## src/rtl/pitch_timed_gate_unit_assert.svh

```systemverilog
// Assertion macros used by the top module to check its own logic.
// Each macro expects signals named clk and rst_n in the scope of its use.
`ifndef PITCH_TIMED_GATE_UNIT_ASSERT_SVH
`define PITCH_TIMED_GATE_UNIT_ASSERT_SVH

// The consequent must hold in the same cycle as the antecedent.
`define PTG_ASSERT_NOW(lbl, ante, cons, msg) \
  lbl: assert property (@(posedge clk) disable iff (!rst_n) (ante) |-> (cons)) \
    else $error(msg);

// The consequent must hold in the cycle after the antecedent.
`define PTG_ASSERT_NEXT(lbl, ante, cons, msg) \
  lbl: assert property (@(posedge clk) disable iff (!rst_n) (ante) |=> (cons)) \
    else $error(msg);

`endif

```

## src/rtl/ptg_pkg.sv

```systemverilog
package ptg_pkg;

  // Block dimensions.
  localparam int CHANNELS  = 16;
  localparam int TIME_BITS = 40;
  localparam int IDX_W     = (CHANNELS > 1) ? $clog2(CHANNELS) : 1;

  // Field widths fixed by the interface.
  localparam int CH_W   = 4;
  localparam int VOLT_W = 16;
  localparam int ST_W   = 24;

  // Pitch to length arithmetic: 2048 steps per octave, Q30 factors.
  localparam int N_FRAC   = 11;
  localparam int FRAC_W   = 32;
  localparam int Q_FRAC   = 30;
  localparam int MUL_W    = 64;
  localparam int C4_W     = 24;
  localparam int PROD_W   = 56;
  localparam int SHIFT_W  = VOLT_W + 1 - N_FRAC;
  localparam int TSUM_W   = TIME_BITS + 1;

  // Front pipeline: input stage, one stage per fraction bit, product,
  // rounding add and final shift.
  localparam int ST_PROD  = N_FRAC + 1;
  localparam int ST_RND   = N_FRAC + 2;
  localparam int ST_LEN   = N_FRAC + 3;
  localparam int PIPE_LEN = N_FRAC + 4;

  // Queue between front and back.
  localparam int QDEPTH = 4;
  localparam int QPTR_W = 2;
  localparam int QCNT_W = 3;

  // Configuration port.
  localparam int ADDR_W = 4;
  localparam int DATA_W = 32;

  typedef logic [IDX_W-1:0]   idx_t;
  typedef logic [MUL_W-1:0]   mul_t;
  typedef logic [PROD_W-1:0]  prod_t;
  typedef logic [SHIFT_W-1:0] shift_t;
  typedef logic [TSUM_W-1:0]  tsum_t;
  typedef logic [DATA_W-1:0]  data_t;
  typedef logic [1:0]         reg_idx_t;

  localparam reg_idx_t REG_SAMPLE_TIME   = 2'd0;
  localparam reg_idx_t REG_ON_THRESHOLD  = 2'd1;
  localparam reg_idx_t REG_OFF_THRESHOLD = 2'd2;

  localparam logic [ST_W-1:0]          SAMPLE_TIME_RST   = 24'd89478;
  localparam logic signed [VOLT_W-1:0] ON_THRESHOLD_RST  = 16'sd2048;
  localparam logic signed [VOLT_W-1:0] OFF_THRESHOLD_RST = 16'sd0;

  localparam logic [C4_W-1:0]      C4_PERIOD  = 24'd16416466;
  localparam logic [FRAC_W-1:0]    Q30_ONE    = 32'h4000_0000;
  localparam logic [FRAC_W-1:0]    Q30_HALF   = 32'h2000_0000;
  localparam shift_t               SHIFT_BASE = 6'd30;
  localparam logic [TIME_BITS-1:0] TIME_MAX   = '1;

  typedef logic [N_FRAC-1:0][FRAC_W-1:0] frac_tab_t;

  // Integer square root, evaluated at elaboration only.
  function automatic logic [63:0] isqrt64(input logic [63:0] x_in);
    logic [63:0] x;
    logic [63:0] res;
    logic [63:0] bit_v;
    x     = x_in;
    res   = '0;
    bit_v = 64'h4000_0000_0000_0000;
    for (int i = 0; i < 32; i++) begin
      if (x >= res + bit_v) begin
        x   = x - (res + bit_v);
        res = (res >> 1) + bit_v;
      end else begin
        res = res >> 1;
      end
      bit_v = bit_v >> 2;
    end
    return res;
  endfunction

  // Entry b holds 2^(2^b/2048) in Q30; each lower entry is the square root
  // of the one above it.
  function automatic frac_tab_t build_frac_table();
    frac_tab_t   t;
    logic [63:0] r;
    r = isqrt64(64'd2 << 60);
    t[N_FRAC-1] = r[FRAC_W-1:0];
    for (int i = N_FRAC - 2; i >= 0; i--) begin
      r = isqrt64({32'b0, t[i+1]} << Q_FRAC);
      t[i] = r[FRAC_W-1:0];
    end
    return t;
  endfunction

  localparam frac_tab_t FRAC_TABLE = build_frac_table();

  // Side information that travels alongside the length computation.
  typedef struct packed {
    logic [CH_W-1:0]          channel;
    logic                     served;
    logic signed [VOLT_W-1:0] trigger;
    shift_t                   shift;
  } tag_t;

  // One classified request handed from the front to the back.
  typedef struct packed {
    logic [CH_W-1:0]          channel;
    logic                     served;
    logic signed [VOLT_W-1:0] trigger;
    logic [TIME_BITS-1:0]     length;
  } job_t;

  typedef struct packed {
    logic full;
    logic empty;
  } qstat_t;

  typedef struct packed {
    logic [ST_W-1:0]          sample_time;
    logic signed [VOLT_W-1:0] on_threshold;
    logic signed [VOLT_W-1:0] off_threshold;
  } cfg_t;

endpackage

```

## src/rtl/ptg_chan_if.sv

```systemverilog


interface ptg_out_if;
  logic                     valid;
  logic                     ready;
  logic [ptg_pkg::CH_W-1:0] channel_out;
  logic                     gate;

  modport source (output valid, channel_out, gate, input ready);
  modport sink (input valid, channel_out, gate, output ready);
endinterface

```

## src/rtl/ptg_back.sv

```systemverilog
module ptg_back (
  input  logic            clk,
  input  logic            rst_n,
  input  ptg_pkg::cfg_t   cfg,
  input  ptg_pkg::job_t   head,
  input  ptg_pkg::qstat_t q_stat,
  output logic            pop,
  ptg_out_if.source       out_chan
);

  logic                          trig_high_r [ptg_pkg::CHANNELS];
  logic                          gate_open_r [ptg_pkg::CHANNELS];
  logic [ptg_pkg::TIME_BITS-1:0] elapsed_r   [ptg_pkg::CHANNELS];
  logic [ptg_pkg::TIME_BITS-1:0] length_r    [ptg_pkg::CHANNELS];

  logic                          out_valid_r;
  logic [ptg_pkg::CH_W-1:0]      out_channel_r;
  logic                          out_gate_r;

  ptg_pkg::idx_t                 idx;
  logic signed [ptg_pkg::VOLT_W-1:0] trig;
  logic signed [ptg_pkg::VOLT_W-1:0] on_thr;
  logic signed [ptg_pkg::VOLT_W-1:0] off_thr;
  logic                          th_cur;
  logic                          th_nxt;
  logic                          edge_det;
  logic [ptg_pkg::TIME_BITS-1:0] el_base;
  ptg_pkg::tsum_t                el_sum;
  logic [ptg_pkg::TIME_BITS-1:0] el_nxt;
  logic [ptg_pkg::TIME_BITS-1:0] len_nxt;
  logic                          open_nxt;
  logic                          gate_res;

  // Take the next request whenever the output register is free or draining.
  assign pop = !q_stat.empty && (!out_valid_r || out_chan.ready);

  always_comb begin
    idx      = ptg_pkg::idx_t'(head.channel);
    trig     = head.trigger;
    on_thr   = cfg.on_threshold;
    off_thr  = cfg.off_threshold;
    th_cur   = trig_high_r[idx];
    th_nxt   = th_cur;
    edge_det = 1'b0;
    if (th_cur) begin
      if (trig <= off_thr) begin
        th_nxt = 1'b0;
      end
    end else if (trig >= on_thr) begin
      th_nxt   = 1'b1;
      edge_det = 1'b1;
    end
    el_base = edge_det ? '0 : elapsed_r[idx];
    len_nxt = edge_det ? head.length : length_r[idx];
    el_sum  = {1'b0, el_base} + ptg_pkg::tsum_t'(cfg.sample_time);
    el_nxt  = el_sum[ptg_pkg::TIME_BITS] ? ptg_pkg::TIME_MAX : el_sum[ptg_pkg::TIME_BITS-1:0];
    open_nxt = (edge_det || gate_open_r[idx]) && (el_nxt < len_nxt);
    gate_res = head.served && open_nxt;
  end

  always_ff @(posedge clk) begin
    if (!rst_n) begin
      for (int i = 0; i < ptg_pkg::CHANNELS; i++) begin
        trig_high_r[i] <= 1'b1;
        gate_open_r[i] <= 1'b0;
        elapsed_r[i]   <= '0;
        length_r[i]    <= '0;
      end
    end else if (pop && head.served) begin
      trig_high_r[idx] <= th_nxt;
      gate_open_r[idx] <= open_nxt;
      elapsed_r[idx]   <= el_nxt;
      length_r[idx]    <= len_nxt;
    end
  end

  always_ff @(posedge clk) begin
    if (!rst_n) begin
      out_valid_r <= 1'b0;
    end else if (pop) begin
      out_valid_r <= 1'b1;
    end else if (out_chan.ready) begin
      out_valid_r <= 1'b0;
    end
  end

  always_ff @(posedge clk) begin
    if (pop) begin
      out_channel_r <= head.channel;
      out_gate_r    <= gate_res;
    end
  end

  assign out_chan.valid       = out_valid_r;
  assign out_chan.channel_out = out_channel_r;
  assign out_chan.gate        = out_gate_r;

endmodule

```

## src/flat_wrapper.sv

```systemverilog
// flat-port wrapper written by rule: the top's interface ports become plain ports
module ptg_back_flat 
  (clk, rst_n, cfg, head, q_stat, pop, out_chan_valid, out_chan_channel_out, out_chan_gate, out_chan_ready);
  ptg_out_if out_chan_i ();
  input  logic clk;
  input  logic rst_n;
  input  ptg_pkg::cfg_t cfg;
  input  ptg_pkg::job_t head;
  input  ptg_pkg::qstat_t q_stat;
  output logic pop;
  output wire logic [$bits(out_chan_i.valid)-1:0] out_chan_valid;
  output wire logic [$bits(out_chan_i.channel_out)-1:0] out_chan_channel_out;
  output wire logic [$bits(out_chan_i.gate)-1:0] out_chan_gate;
  input wire logic [$bits(out_chan_i.ready)-1:0] out_chan_ready;
  assign out_chan_valid = out_chan_i.valid;
  assign out_chan_channel_out = out_chan_i.channel_out;
  assign out_chan_gate = out_chan_i.gate;
  assign out_chan_i.ready = out_chan_ready;
  ptg_back u_core (.clk(clk), .rst_n(rst_n), .cfg(cfg), .head(head), .q_stat(q_stat), .pop(pop), .out_chan(out_chan_i));
endmodule
```

## config.mk

```make
export PLATFORM = sky130hd
export DESIGN_NAME = ptg_back_flat
export DESIGN_NICKNAME = d
export VERILOG_FILES = /design/src/rtl/pitch_timed_gate_unit_assert.svh /design/src/rtl/ptg_pkg.sv /design/src/rtl/ptg_chan_if.sv /design/src/rtl/ptg_back.sv /design/src/flat_wrapper.sv
export SDC_FILE = /design/constraint.sdc
export NUM_CORES = 2
export LEC_CHECK = 0
export ABC_AREA = 1
export BUFFER_PORTS_ARGS = -buffer_cell sky130_fd_sc_hd__buf_2
export CAP_MARGIN = 20
export CELL_PAD_IN_SITES_DETAIL_PLACEMENT = 1
export CELL_PAD_IN_SITES_GLOBAL_PLACEMENT = 1
export CORE_MARGIN = 1
export CORE_UTILIZATION = 51
export CTS_CLUSTER_SIZE = 40
export DETAILED_ROUTE_END_ITERATION = 8
export HOLD_SLACK_MARGIN = 0.06
export MAX_ROUTING_LAYER = met4
export PLACE_DENSITY_LB_ADDON = 0.08
export SLEW_MARGIN = 20
export SYNTH_ARGS = -nofsm -noshare
export SYNTH_HDL_FRONTEND = slang
export SYNTH_SLANG_ARGS = --single-unit
```

## constraint.sdc

```tcl
create_clock -name clk -period 8.8 [get_ports clk]
set_input_delay 0.88 -clock clk [delete_from_list [all_inputs] [get_ports clk]]
set_output_delay 0.88 -clock clk [all_outputs]
set_load 0.02 [all_outputs]
```

==> reports/metrics.yaml <==
clock_network:
  cts_setup_buffers: 0
  cts_root_buf: "clkbuf_16"
  cts_sinks: 1318
  htree_levels: 4
  cts_made_buffers: 143
  cts_tree: "yes"
  clk_pin_slew_ns: 0.06
  ctsLongestPathBuffers: 3
  cts_resized: 0
  ctsHoldBuffers: 0
  clock_latency_ns: 0.76
outcome:
  status: "complete, no violations"
drt:
  drtIter0Drc: 5249
  drc: 0
  ant_nets: 0
  vias: 43810
  via_per_inst: 6.385
  dr.pass1.iters: 5
  routedWlPerCell_um: 30.06
  wl_mm: 206.2
logic_synthesis:
  ys_warn_count: 0
  ys.flop_type: "edfxtp_1"
  ys_seq_elements: 1318
  synth_area_um2: 58440
  syn_area_per_cell_um2: 11.14
  synth_top_family_by_area: "simple AND/OR/NAND/NOR gates"
  synthMuxAreaShare: 0
  syn_nets: 5465
  synth-compound-area-share: 0.1176
  netlist_instances: 5247
  yosysUniqueCellTypes: 49
  synthAdderAreaFrac: 0.02068
  synth-xor-area-share: 0.002997
  async_flop_share: 0
  yosysSeqAreaShare: 0.6743
  synth_edf_count: 1301
  synth_simple_gate_area_frac: 0.1312
critical_path:
  crit_path_top_delay_cell: "nor2_2"
  cp_top_family: "simple AND/OR/NAND/NOR gates"
  path_max_fanout: 27
  r2r_cells: 38
  path_common_cell: "nor2_1"
  critPathArrivalTime_ns: 8.41
  critical_path.max_stage_delay_ns: 0.57
  reg2reg_from: "u_core.trig_high_r[7]"
  worstSetupPathType: "in2reg"
  cp_num_buf_inv: 10
  crit_required_ns: 9.40
  worst_r2r_endpoint: "u_core.out_chan.gate"
  start_kind: "input port"
  endpoint_kind: "flip-flop"
  reg2reg_slack_ns: 1.38
floorplanning:
  dieArea_um2: 115900
  ioPinCount: 129
  die_h_um: 340.5
  coreArea_um2: 113100
  dieWidth_um: 340.5
  rows: 123
  start_util: 0.5166
global_route:
  track_usage: 0.3645
  grt_max_degree: 143
  antenna_found_initial: 3
  grt.overflow.total: 0
  grt_first_pass_wirelength_mm: 297.4
  grt_pass1_vias: 44980
layout:
  layout_common_cells: "edfxtp_1 (1,301), nor2_1 (1,206), nand2_1 (497)"
  final_design_area_no_fill_um2: 64910
  layout-drive-gt1-share: 0.1053
  fill_cells: 11790
  final_common_cell: "edfxtp_1"
  syn_to_final_growth_pct: 11.07
  layout.nets: 5466
placement:
  io_buffers: 127
  place_congestion: 0.8499
  hpwl_mm: 109.7
  placed_area_um2: 60700
hold_path:
  hold-path-endpoint: "u_core.out_chan.valid"
  whs_path_depth: 2
  hold_start: "q_stat[0]"
  hold_path_class: "in2reg"
pwr:
  p_per_area_nw_per_um2: 231.5
  fin_total_pwr_mw: 15.03
  vdd.ir_drop.worst_v: 0.0001857
  leakage_nw: 25.23
timing:
  fin_setup_tns_ns: 0
  setup_viol: 0
  period_needed_ns: 7.807
  slew_violations: 0
  clock_skew_ns: 0.03703
  max_freq_mhz: 128.1
  rsz0062_at_grt: "no"
  finalCritPeriodShare: 0.8871
  finalHoldViolations: 0
  maxSlewHeadroom: 0.2144
  tightest_slew_ns: 1.178
flow_run:
  cap_violations: 0
## cell families (layout without fill, tap and decap cells)
| family | Yosys count | in the layout |
|---|---|---|
| AO/OA/AOI/OAI | 1102 | 1102 |
| XOR/XNOR | 20 | 20 |
| adder cells (fa/ha/maj) | 96 | 96 |
| buffers and inverters | 781 | 888 |
| flip-flops | 1318 | 1318 |
| other | 0 | 7 |
| AND/OR/NAND/NOR | 1930 | 1930 |
## sequential cells by signal (all words and copies together), names as in the netlist
register                     flops
u_core.length_r                640
u_core.out_chan.channel_out      4
u_core.out_chan.gate             1
u_core.elapsed_r               640
u_core.out_chan.valid            1
u_core.gate_open_r              16
u_core.trig_high_r              16
## layout make-up
| type | instances | area [um^2] | area share |
|---|---|---|---|
| Timing Repair Buffer | 259 | 1752 | 0.02699 |
| Sequential cell | 1318 | 39410 | 0.6071 |
| Clock buffer | 188 | 3832 | 0.05904 |
| Antenna cell | 7 | 17.52 | 0.0002699 |
| Inverter | 378 | 1479 | 0.02279 |
| Multi-Input combinational cell | 3148 | 16200 | 0.2495 |
| Tap cell | 1500 | 1877 | 0.02892 |
| Clock inverter | 63 | 345.3 | 0.005320 |
## metrics by stage
stage / hold WS (ns) / utilization / std cells / worst slack, ns
2_1_floorplan: 0.4503 / - / 5247 / 1.847
3_3_place_gp: 0.4612 / 0.5365 / 6603 / 0.4852
3_5_place_dp: 0.4646 / 0.5367 / 6603 / 0.3906
4_1_cts: 0.2924 / 0.5736 / 6854 / 1.122
5_1_grt: 0.3460 / 0.5738 / 6860 / 0.5085
6_report: 0.3328 / 0.5738 / 6861 / 0.9931
## layer usage
layer,track usage,routed length (um),vias up
met2,0.5821,97850,2297
met1,0.4713,80880,22420
met5,-,0,-
met3,0.05754,19150,516
li1,-,-,18570
met4,0.1371,8344,0
## how the worst max path moves through the flow
stage	startpoint	to	depth (start not counted)	slack [ns]
after floorplan	cfg[31]	u_core.out_chan.gate	44	1.85
after global placement	head[57]	u_core.out_chan.gate	41	0.49
after detailed placement	head[57]	u_core.out_chan.gate	42	0.39
after CTS	head[57]	u_core.out_chan.gate	42	1.12
after global routing	head[57]	u_core.out_chan.gate	42	0.51
final	head[57]	u_core.out_chan.gate	42	0.99
## power breakdown
group	switching [mW]	total [mW]	internal [mW]
clock network	2.47	5.55	3.08
registers	0.0698	7.19	7.12
logic	1.75	2.29	0.542
total	4.28	15.0	10.7
## Yosys cell counts, drive strengths merged (2+ instances only)
library cell | instances | area share
ha | 95 | 0.020
nor3 | 7 | 0.00077
a21oi | 229 | 0.020
a21o | 5 | 0.00064
or2 | 5 | 0.00054
xnor2 | 7 | 0.0010
o21ai | 212 | 0.019
o21bai | 4 | 0.00051
dfxtp | 17 | 0.0058
a22oi | 336 | 0.043
o22a | 2 | 0.00030
edfxtp | 1301 | 0.67
inv | 378 | 0.024
a21boi | 2 | 0.00026
o21a | 3 | 0.00039
nor3b | 2 | 0.00026
nand2 | 521 | 0.034
a31oi | 5 | 0.00054
buf | 149 | 0.013
a211oi | 5 | 0.00064
o22ai | 292 | 0.031
nand4 | 34 | 0.0036
clkbuf | 254 | 0.016
nor2 | 1248 | 0.081
o211ai | 2 | 0.00026
nand3 | 72 | 0.0066
o31ai | 2 | 0.00026
xor2 | 13 | 0.0019
nor4 | 40 | 0.0043
Note: power is estimated with default switching activity, not from simulation.
