$ cat src/rtl/pitch_timed_gate_unit_assert.svh
// Assertion macros used by the top module to check its own logic.
// Each macro expects signals named clk and rst_n in the scope of its use.
`ifndef PITCH_TIMED_GATE_UNIT_ASSERT_SVH
`define PITCH_TIMED_GATE_UNIT_ASSERT_SVH

// The consequent must hold in the same cycle as the antecedent.
`define PTG_ASSERT_NOW(lbl, ante, cons, msg) \
  lbl: assert property (@(posedge clk) disable iff (!rst_n) (ante) |-> (cons)) \
    else $error(msg);

// The consequent must hold in the cycle after the antecedent.
`define PTG_ASSERT_NEXT(lbl, ante, cons, msg) \
  lbl: assert property (@(posedge clk) disable iff (!rst_n) (ante) |=> (cons)) \
    else $error(msg);

`endif

$ cat src/rtl/ptg_pkg.sv
package ptg_pkg;

  // Block dimensions.
  localparam int CHANNELS  = 16;
  localparam int TIME_BITS = 40;
  localparam int IDX_W     = (CHANNELS > 1) ? $clog2(CHANNELS) : 1;

  // Field widths fixed by the interface.
  localparam int CH_W   = 4;
  localparam int VOLT_W = 16;
  localparam int ST_W   = 24;

  // Pitch to length arithmetic: 2048 steps per octave, Q30 factors.
  localparam int N_FRAC   = 11;
  localparam int FRAC_W   = 32;
  localparam int Q_FRAC   = 30;
  localparam int MUL_W    = 64;
  localparam int C4_W     = 24;
  localparam int PROD_W   = 56;
  localparam int SHIFT_W  = VOLT_W + 1 - N_FRAC;
  localparam int TSUM_W   = TIME_BITS + 1;

  // Front pipeline: input stage, one stage per fraction bit, product,
  // rounding add and final shift.
  localparam int ST_PROD  = N_FRAC + 1;
  localparam int ST_RND   = N_FRAC + 2;
  localparam int ST_LEN   = N_FRAC + 3;
  localparam int PIPE_LEN = N_FRAC + 4;

  // Queue between front and back.
  localparam int QDEPTH = 4;
  localparam int QPTR_W = 2;
  localparam int QCNT_W = 3;

  // Configuration port.
  localparam int ADDR_W = 4;
  localparam int DATA_W = 32;

  typedef logic [IDX_W-1:0]   idx_t;
  typedef logic [MUL_W-1:0]   mul_t;
  typedef logic [PROD_W-1:0]  prod_t;
  typedef logic [SHIFT_W-1:0] shift_t;
  typedef logic [TSUM_W-1:0]  tsum_t;
  typedef logic [DATA_W-1:0]  data_t;
  typedef logic [1:0]         reg_idx_t;

  localparam reg_idx_t REG_SAMPLE_TIME   = 2'd0;
  localparam reg_idx_t REG_ON_THRESHOLD  = 2'd1;
  localparam reg_idx_t REG_OFF_THRESHOLD = 2'd2;

  localparam logic [ST_W-1:0]          SAMPLE_TIME_RST   = 24'd89478;
  localparam logic signed [VOLT_W-1:0] ON_THRESHOLD_RST  = 16'sd2048;
  localparam logic signed [VOLT_W-1:0] OFF_THRESHOLD_RST = 16'sd0;

  localparam logic [C4_W-1:0]      C4_PERIOD  = 24'd16416466;
  localparam logic [FRAC_W-1:0]    Q30_ONE    = 32'h4000_0000;
  localparam logic [FRAC_W-1:0]    Q30_HALF   = 32'h2000_0000;
  localparam shift_t               SHIFT_BASE = 6'd30;
  localparam logic [TIME_BITS-1:0] TIME_MAX   = '1;

  typedef logic [N_FRAC-1:0][FRAC_W-1:0] frac_tab_t;

  // Integer square root, evaluated at elaboration only.
  function automatic logic [63:0] isqrt64(input logic [63:0] x_in);
    logic [63:0] x;
    logic [63:0] res;
    logic [63:0] bit_v;
    x     = x_in;
    res   = '0;
    bit_v = 64'h4000_0000_0000_0000;
    for (int i = 0; i < 32; i++) begin
      if (x >= res + bit_v) begin
        x   = x - (res + bit_v);
        res = (res >> 1) + bit_v;
      end else begin
        res = res >> 1;
      end
      bit_v = bit_v >> 2;
    end
    return res;
  endfunction

  // Entry b holds 2^(2^b/2048) in Q30; each lower entry is the square root
  // of the one above it.
  function automatic frac_tab_t build_frac_table();
    frac_tab_t   t;
    logic [63:0] r;
    r = isqrt64(64'd2 << 60);
    t[N_FRAC-1] = r[FRAC_W-1:0];
    for (int i = N_FRAC - 2; i >= 0; i--) begin
      r = isqrt64({32'b0, t[i+1]} << Q_FRAC);
      t[i] = r[FRAC_W-1:0];
    end
    return t;
  endfunction

  localparam frac_tab_t FRAC_TABLE = build_frac_table();

  // Side information that travels alongside the length computation.
  typedef struct packed {
    logic [CH_W-1:0]          channel;
    logic                     served;
    logic signed [VOLT_W-1:0] trigger;
    shift_t                   shift;
  } tag_t;

  // One classified request handed from the front to the back.
  typedef struct packed {
    logic [CH_W-1:0]          channel;
    logic                     served;
    logic signed [VOLT_W-1:0] trigger;
    logic [TIME_BITS-1:0]     length;
  } job_t;

  typedef struct packed {
    logic full;
    logic empty;
  } qstat_t;

  typedef struct packed {
    logic [ST_W-1:0]          sample_time;
    logic signed [VOLT_W-1:0] on_threshold;
    logic signed [VOLT_W-1:0] off_threshold;
  } cfg_t;

endpackage

$ cat src/rtl/ptg_queue.sv
module ptg_queue (
  input  logic            clk,
  input  logic            rst_n,
  input  logic            push_valid,
  input  ptg_pkg::job_t   push_job,
  input  logic            pop,
  output ptg_pkg::job_t   head,
  output ptg_pkg::qstat_t stat
);

  ptg_pkg::job_t               mem_r [ptg_pkg::QDEPTH];
  logic [ptg_pkg::QPTR_W-1:0]  wr_ptr_r;
  logic [ptg_pkg::QPTR_W-1:0]  rd_ptr_r;
  logic [ptg_pkg::QCNT_W-1:0]  count_r;
  logic                        push;

  assign stat.full  = count_r == ptg_pkg::QCNT_W'(ptg_pkg::QDEPTH);
  assign stat.empty = count_r == '0;
  assign push       = push_valid && !stat.full;
  assign head       = mem_r[rd_ptr_r];

  always_ff @(posedge clk) begin
    if (!rst_n) begin
      wr_ptr_r <= '0;
      rd_ptr_r <= '0;
      count_r  <= '0;
    end else begin
      if (push) begin
        wr_ptr_r <= wr_ptr_r + 1'b1;
      end
      if (pop) begin
        rd_ptr_r <= rd_ptr_r + 1'b1;
      end
      if (push && !pop) begin
        count_r <= count_r + 1'b1;
      end else if (pop && !push) begin
        count_r <= count_r - 1'b1;
      end
    end
  end

  always_ff @(posedge clk) begin
    if (push) begin
      mem_r[wr_ptr_r] <= push_job;
    end
  end

endmodule

$ cat config.mk
export PLATFORM = sky130hd
export DESIGN_NAME = ptg_queue
export DESIGN_NICKNAME = d
export VERILOG_FILES = /design/src/rtl/pitch_timed_gate_unit_assert.svh /design/src/rtl/ptg_pkg.sv /design/src/rtl/ptg_queue.sv
export SDC_FILE = /design/constraint.sdc
export NUM_CORES = 1
export LEC_CHECK = 0
export BUFFER_PORTS_ARGS = -buffer_cell sky130_fd_sc_hd__buf_2
export CAP_MARGIN = 30
export CORE_ASPECT_RATIO = 0.6
export CORE_MARGIN = 2
export CORE_UTILIZATION = 45
export CTS_CLUSTER_DIAMETER = 30
export DETAILED_ROUTE_END_ITERATION = 10
export PLACE_DENSITY = 0.62
export SLEW_MARGIN = 40
export SYNTH_ARGS = -nofsm -noshare
export SYNTH_HDL_FRONTEND = slang
export SYNTH_SLANG_ARGS = --single-unit
$ cat constraint.sdc
create_clock -name clk -period 6.5 [get_ports clk]
set_clock_uncertainty 0.05 [all_clocks]
set_input_delay 1.625 -clock clk [delete_from_list [all_inputs] [get_ports clk]]
set_output_delay 1.625 -clock clk [all_outputs]
set_load 0.05 [all_outputs]
==> results of run 1 <==
[worst max path at each step]
stage | from | to | slack, ns | cells after the start
3_5_place_dp | flop | head[14] | 2.63 | 5
4_1_cts | flop | head[34] | 2.08 | 5
5_1_grt | flop | head[34] | 1.99 | 5
3_3_place_gp | flop | head[32] | 2.55 | 3
2_1_floorplan | push_valid | mem_r[0][0]$_DFFE_PP_ | 2.67 | 3
6_report | flop | head[34] | 2.19 | 5
[where the power goes]
part           internal (mW)  switching [mW]
combinational          0.235           0.536
clock                   1.24           0.660
sequential              1.96          0.0530
total                   3.43            1.25
[synthesized netlist by cell type (all sizes together)]
library cell / n / area (um2)
mux4: 61 / 1378
o21ai: 1 / 5.000
mux2i: 3 / 30.03
ha: 5 / 62.56
nor3b: 1 / 7.510
buf: 15 / 170.2
xnor2: 2 / 17.52
or3: 1 / 6.260
inv: 4 / 15.01
edfxtp: 244 / 7327
fa: 1 / 20.02
xor2: 2 / 17.52
nand2: 5 / 18.77
nor3: 1 / 5.000
a21boi: 1 / 7.510
nor2b: 2 / 12.51
clkbuf: 1 / 3.750
and2: 8 / 50.05
dfxtp: 9 / 180.2
[metal layers]
metal / up-vias / share of wire
met1: 2242 / 0.44
met5: - / 0.00076
li1: 1881 / -
met4: 2 / 0.014
met3: 23 / 0.088
met2: 151 / 0.46
[metrics by stage]
step / instance area [um2] / hold slack, ns / utilization / power [mW]
3_5_place_dp: 10360 / 0.4642 / 0.5138 / 2.826
3_3_place_gp: 10160 / 0.4306 / 0.5038 / 2.782
2_1_floorplan: 9334 / 0.4177 / - / 2.618
6_report: 11550 / 0.4782 / 0.5729 / 4.679
4_1_cts: 11550 / 0.4728 / 0.5725 / 4.737
5_1_grt: 11550 / 0.5044 / 0.5726 / 4.860
[tightest hold or removal path, delay by kind of cell (launching register included)]
family / cells / cell delay (ns)
DFF: 1 / 0.34
and+or+nand+nor: 1 / 0.08
muxes: 1 / 0.06
[logic make-up (layout without fill, tap and decap cells)]
| family | count (synthesis) | in the layout | share of synthesized area |
|---|---|---|---|
| AND/OR/NAND/NOR | 18 | 18 | 0.01072 |
| multiplexers | 64 | 64 | 0.1508 |
| AO/OA/AOI/OAI | 2 | 2 | 0.001340 |
| other | 0 | 3 | 0 |
| adder cells (fa/ha/maj) | 6 | 6 | 0.008847 |
| flip-flops | 253 | 253 | 0.8043 |
| XOR/XNOR | 4 | 4 | 0.003754 |
| buffers and inverters | 20 | 202 | 0.02024 |
[final cells by class]
class,instances,area (um2)
fill,1484,8615
sequential,253,7515
multi-input combinational,94,1648
clock buffer,37,893.4
timing repair buffer,138,843.3
tap,273,341.6
clock inverter,23,291.5
inverter,4,15.01
antenna,3,7.507
[layout by cell type (no fill, tap or decap), drive strengths merged]
cell	synthesis	final
inv	4	7
nor3b	1	1
clkbuf	1	37
clkinvlp	0	3
xnor2	2	2
clkinv	0	11
fa	1	1
edfxtp	244	244
mux4	61	61
nor2b	2	2
and2	8	8
dfxtp	9	9
mux2i	3	3
or3	1	1
diode	0	3
buf	15	138
nor3	1	1
nand2	5	5
xor2	2	2
o21ai	1	1
a21boi	1	1
ha	5	5
bufinv	0	6
[sequential cells by signal, summed over array words and instances, names as in the netlist, named ones only]
register	flops
mem_r	244
rd_ptr_r	2
count_r	3
wr_ptr_r	2
==> impl_metrics.py, run 1 <==
metrics = {
    "grt": {
        "use_met3": 0.05300,
        "grt.met2_usage": 0.2477,
        "grt_overflow": 0,
        "antenna_found_initial": 4,
        "grt_pass1_wl_mm": 26.35,
        "globalRoute.busiestLayer": "met2",
        "grtUsageMet1": 0.2250,
        "first_global_vias": 4577,
        "grt_max_degree": 33,
        "groute.usage.overall": 0.1605,
    },
    "routing": {
        "drt_iter0_drc": 287,
        "post-route-drc-count": 0,
        "routedWlPerCell_um": 20.85,
        "routed_via_density": 5.211,
        "drt-pass1-iter-count": 4,
        "wl_mm": 17.20,
        "ant_nets": 0,
        "vias": 4299,
    },
    "worst_setup_path": {
        "end_kind": "output port",
        "cpLargestDelayFamily": "buffers and inverters",
        "cp_slowest_stage_delay_ns": 0.59,
        "crit_buf_inv": 4,
        "cp.required_ns": 4.83,
        "path_class": "flop to output port",
        "critical_path_arrival_ns": 2.63,
        "worstPathCellList": "buf_12 -> buf_12 -> buf_4 -> mux4_2 -> buf_2",
        "rrSetupSlack_ns": 4.00,
        "startpoint_type": "flop",
        "crit_path_top_delay_cell": "mux4_2",
        "r2r_cells": 8,
        "worstReg2RegEnd": "count_r[2]$_SDFFE_PN0P_",
        "crit_top_cell": "buf_12",
        "crit_fanout": 19,
        "worstReg2RegStart": "count_r[0]$_SDFFE_PN0P_",
    },
    "floorplan": {
        "num_rows": 40,
        "ios": 128,
        "die_area_um2": 21950,
        "coreArea_um2": 20170,
        "die_w_um": 189.9,
        "fp.dieH_um": 115.6,
        "initial_core_util": 0.4628,
    },
    "timing": {
        "relSlewSlack": 0.6305,
        "finalSetupViolCount": 0,
        "worst_pin_slew_ns": 0.5531,
        "slew_viol_final": 0,
        "finalHoldViolCount": 0,
        "fin_crit_sh": 0.6630,
        "timing.final.ws_setup_ns": 2.191,
        "tns_ns": 0,
        "rsz0062_at_grt": "no",
        "period_needed_ns": 4.309,
        "fmax_mhz": 232.1,
    },
    "min_path": {
        "hold-path-endpoint": "wr_ptr_r[0]$_SDFFE_PN0P_",
        "whs_path_depth": 2,
        "hp-class": "flop to flop",
        "min_from": "wr_ptr_r[0]$_SDFFE_PN0P_",
    },
    "clock_tree": {
        "htreeDepth": 2,
        "cts_root_buffer": "clkbuf_16",
        "clk_pin_slew_ns": 0.05,
        "clockBufferDepth": 3,
        "clk_latency_ns": 0.47,
        "clock-sinks": 253,
        "cts_buffers": 34,
        "cts_tree": "done",
        "cts-resized-gates": 0,
        "ctsHoldBuffers": 0,
        "postCtsSetupBuffers": 0,
    },
    "power_and_ir_drop": {
        "power_density_nw_per_um2": 404.9,
        "p_leak_nw": 3.951,
        "ir_drop_v": 0.0002746,
    },
    "cells_and_area": {
        "syn2layout_area_growth_pct": 23.79,
        "fin_nets": 596,
        "final_cells": 825,
        "drive_above_1_share": 0.4699,
    },
    "synth": {
        "synth_cells": 367,
        "ys.warnings.count": 0,
        "ys_seq_area_frac": 0.8043,
        "ys_seq_elements": 253,
        "syn_area_per_cell_um2": 25.43,
        "ys_types": 23,
        "syn_area_um2": 9334,
        "synth_fp_nets": 438,
    },
    "placement": {
        "portBuffers": 127,
        "gp_congestion": 0.7500,
        "pre_cts_ws_ns": 2.628,
        "dp_cells": 762,
        "dpl.hpwl_mm": 10.87,
    },
    "run": {
        "maxCapViolCount": 0,
    },
    "run_status": {
        "status": "finished clean",
    },
}
No activity file was read; power rests on OpenSTA's default activity.
==> run 2: changes to the inputs <==
--- a/config.mk
+++ b/config.mk
@@ -5,6 +5,7 @@
 export SDC_FILE = /design/constraint.sdc
 export NUM_CORES = 1
 export LEC_CHECK = 0
+export ABC_AREA = 1
 export BUFFER_PORTS_ARGS = -buffer_cell sky130_fd_sc_hd__buf_2
 export CAP_MARGIN = 30
 export CORE_ASPECT_RATIO = 0.6
@@ -12,7 +13,7 @@
 export CORE_UTILIZATION = 45
 export CTS_CLUSTER_DIAMETER = 30
 export DETAILED_ROUTE_END_ITERATION = 10
-export PLACE_DENSITY = 0.62
+export PLACE_DENSITY = 0.64
 export SLEW_MARGIN = 40
 export SYNTH_ARGS = -nofsm -noshare
 export SYNTH_HDL_FRONTEND = slang
==> constraint.sdc (replaced) <==
create_clock -name clk -period 3.48 [get_ports clk]
set_clock_uncertainty 0.05 [all_clocks]
set_input_delay 0.87 -clock clk [delete_from_list [all_inputs] [get_ports clk]]
set_output_delay 0.87 -clock clk [all_outputs]
set_load 0.05 [all_outputs]
==> impl_metrics.py, run 2 <==
metrics = {
    "run_status": {
        "status": "finished clean",
    },
    "worst_setup_path": {
        "crit_buf_inv": 2,
        "startpoint_type": "flop",
        "crit_fanout": 61,
        "worstPathCellList": "buf_4 -> o21ai_0 -> o22ai_1 -> buf_2",
        "end_kind": "output port",
        "path_class": "flop to output port",
        "crit_path_top_delay_cell": "buf_4",
        "cpLargestDelayFamily": "buffers and inverters",
        "critical_path_arrival_ns": 2.26,
        "cp_slowest_stage_delay_ns": 0.57,
        "cp.required_ns": 2.56,
    },
    "synth": {
        "synthArstFlopShare": 0,
        "synth_top_cell_area_share": 0.7252,
        "synth_commonest_cells": "edfxtp_1 (244), o21ai_0 (94), nor2_1 (91)",
        "ys_types": 25,
        "synthFlopType": "edfxtp_1",
        "ys_top_cells_by_area": "edfxtp_1 (73%), o22ai_2 (5.0%), o21ai_0 (4.7%)",
        "ys_seq_area_frac": 0.7430,
        "ys.warnings.count": 0,
        "synth_most_common_cell": "edfxtp_1",
        "yosysTopAreaCell": "edfxtp_1",
        "synth_fp_nets": 724,
        "syn_area_um2": 10100,
        "syn_area_per_cell_um2": 15.47,
        "ys_seq_elements": 253,
        "synth_edf_count": 244,
        "synth_cells": 653,
    },
    "grt": {
        "antenna_found_initial": 4,
        "groute.usage.overall": 0.1750,
        "grt_pass1_wl_mm": 31.86,
        "grt_max_degree": 123,
        "grt_overflow": 0,
        "first_global_vias": 5905,
    },
    "floorplan": {
        "fp.dieH_um": 120.1,
        "die_w_um": 197.4,
        "coreArea_um2": 22020,
        "num_rows": 42,
        "initial_core_util": 0.4589,
        "ios": 128,
        "die_area_um2": 23710,
    },
    "clock_tree": {
        "clk_pin_slew_ns": 0.05,
        "ctsHoldBuffers": 0,
        "cts_root_buffer": "clkbuf_16",
        "cts-resized-gates": 0,
        "clk_latency_ns": 0.49,
        "clock-sinks": 253,
        "clockBufferDepth": 3,
        "postCtsSetupBuffers": 0,
        "cts_buffers": 38,
        "htreeDepth": 2,
        "cts_tree": "done",
    },
    "cells_and_area": {
        "top_regs": "mem_r x244, count_r x3",
        "final_cells": 1115,
        "final_util": 0.5574,
        "fin_nets": 867,
        "largest_register_ffs": 244,
        "syn2layout_area_growth_pct": 21.47,
        "final_common_cell": "edfxtp_1",
        "finalInstanceArea_um2": 12270,
        "mostFrequentLayoutCells": "edfxtp_1 (244), buf_2 (127), o21ai_0 (94)",
        "drive_above_1_share": 0.3527,
        "regMostFlops": "mem_r",
        "fillers": 1751,
    },
    "timing": {
        "finalHoldViolCount": 0,
        "finalSetupViolCount": 0,
        "fmax_mhz": 314.1,
        "fin_crit_sh": 0.9148,
        "relSlewSlack": 0.5342,
        "tns_ns": 0,
        "slew_viol_final": 0,
        "worst_pin_slew_ns": 0.6986,
        "period_needed_ns": 3.183,
        "rsz0062_at_grt": "no",
    },
    "routing": {
        "ant_nets": 0,
        "vias": 5865,
        "drt-pass1-iter-count": 4,
        "drt_iter0_drc": 278,
        "post-route-drc-count": 0,
        "wl_mm": 20.78,
        "routed_via_density": 5.260,
        "routedWlPerCell_um": 18.63,
    },
    "placement": {
        "dpl.hpwl_mm": 11.53,
        "dp_cells": 1042,
        "place_area_um2": 11030,
        "gp_congestion": 0.7258,
        "portBuffers": 127,
    },
    "power_and_ir_drop": {
        "power_density_nw_per_um2": 684.7,
        "ir_drop_v": 0.0003988,
        "p_leak_nw": 4.264,
        "power_mw": 8.403,
    },
    "run": {
        "maxCapViolCount": 0,
    },
    "min_path": {
        "hp-class": "flop to flop",
    },
}
==> run 2: cell type report <==
type	instances	area, um2	area share
antenna	4	10.01	0.0008156
clock buffer	44	1037	0.08451
clock inverter	25	191.4	0.01560
inverter	19	76.32	0.006219
multi-input combinational	343	2260	0.1841
sequential	253	7512	0.6121
tap	286	357.8	0.02916
timing repair buffer	141	828.3	0.06749
==> run 2: layer usage <==
| metal | up-vias | wire (um) | part of all wire | track usage |
|---|---|---|---|---|
| li1 | 2758 | - | - | - |
| met1 | 2913 | 8992 | 0.43 | 0.2329 |
| met2 | 152 | 9968 | 0.48 | 0.2839 |
| met3 | 40 | 1504 | 0.072 | 0.05171 |
| met4 | 2 | 297 | 0.014 | 0.04323 |
| met5 | - | 12 | 0.00058 | 0 |
==> run 2: cells by family after synthesis <==
group                      Yosys count  share of synthesized area
DFF                                253                     0.7430
buffers and inverters               57                    0.03629
AOI/OAI and AO/OA                  192                     0.1278
and+or+nand+nor                    145                    0.08471
adders and majority gates            6                   0.008173
==> run 2: worst paths after layout <==
| check | start | end | slack (ns) | depth (start not counted) |
|---|---|---|---|---|
| setup / recovery | flop | head[23] | 0.30 | 4 |
| hold / removal | rd_ptr_r[1]$_SDFFE_PN0P_ | flop | 0.40 | 1 |
| setup reg to reg | count_r[0]$_SDFFE_PN0P_ | count_r[2]$_SDFFE_PN0P_ | 1.19 | 13 |
| hold reg to reg | rd_ptr_r[1]$_SDFFE_PN0P_ | flop | 0.40 | 1 |
==> run 2: stage by stage <==
stage	setup slack, ns	hold WS [ns]
2_1_floorplan	-0.5877	0.3615
3_3_place_gp	0.8511	0.3772
5_1_grt	0.1593	0.4172
4_1_cts	0.2782	0.3961
3_5_place_dp	0.8189	0.3884
6_report	0.2965	0.3969
==> run 2: report_power, final <==
group | switching [mW] | internal (mW) | leakage, nW
sequential | 0.0566 | 3.57 | 2.31
clock | 1.33 | 2.23 | 0.581
combinational | 0.925 | 0.292 | 1.37
total | 2.31 | 6.10 | 4.26
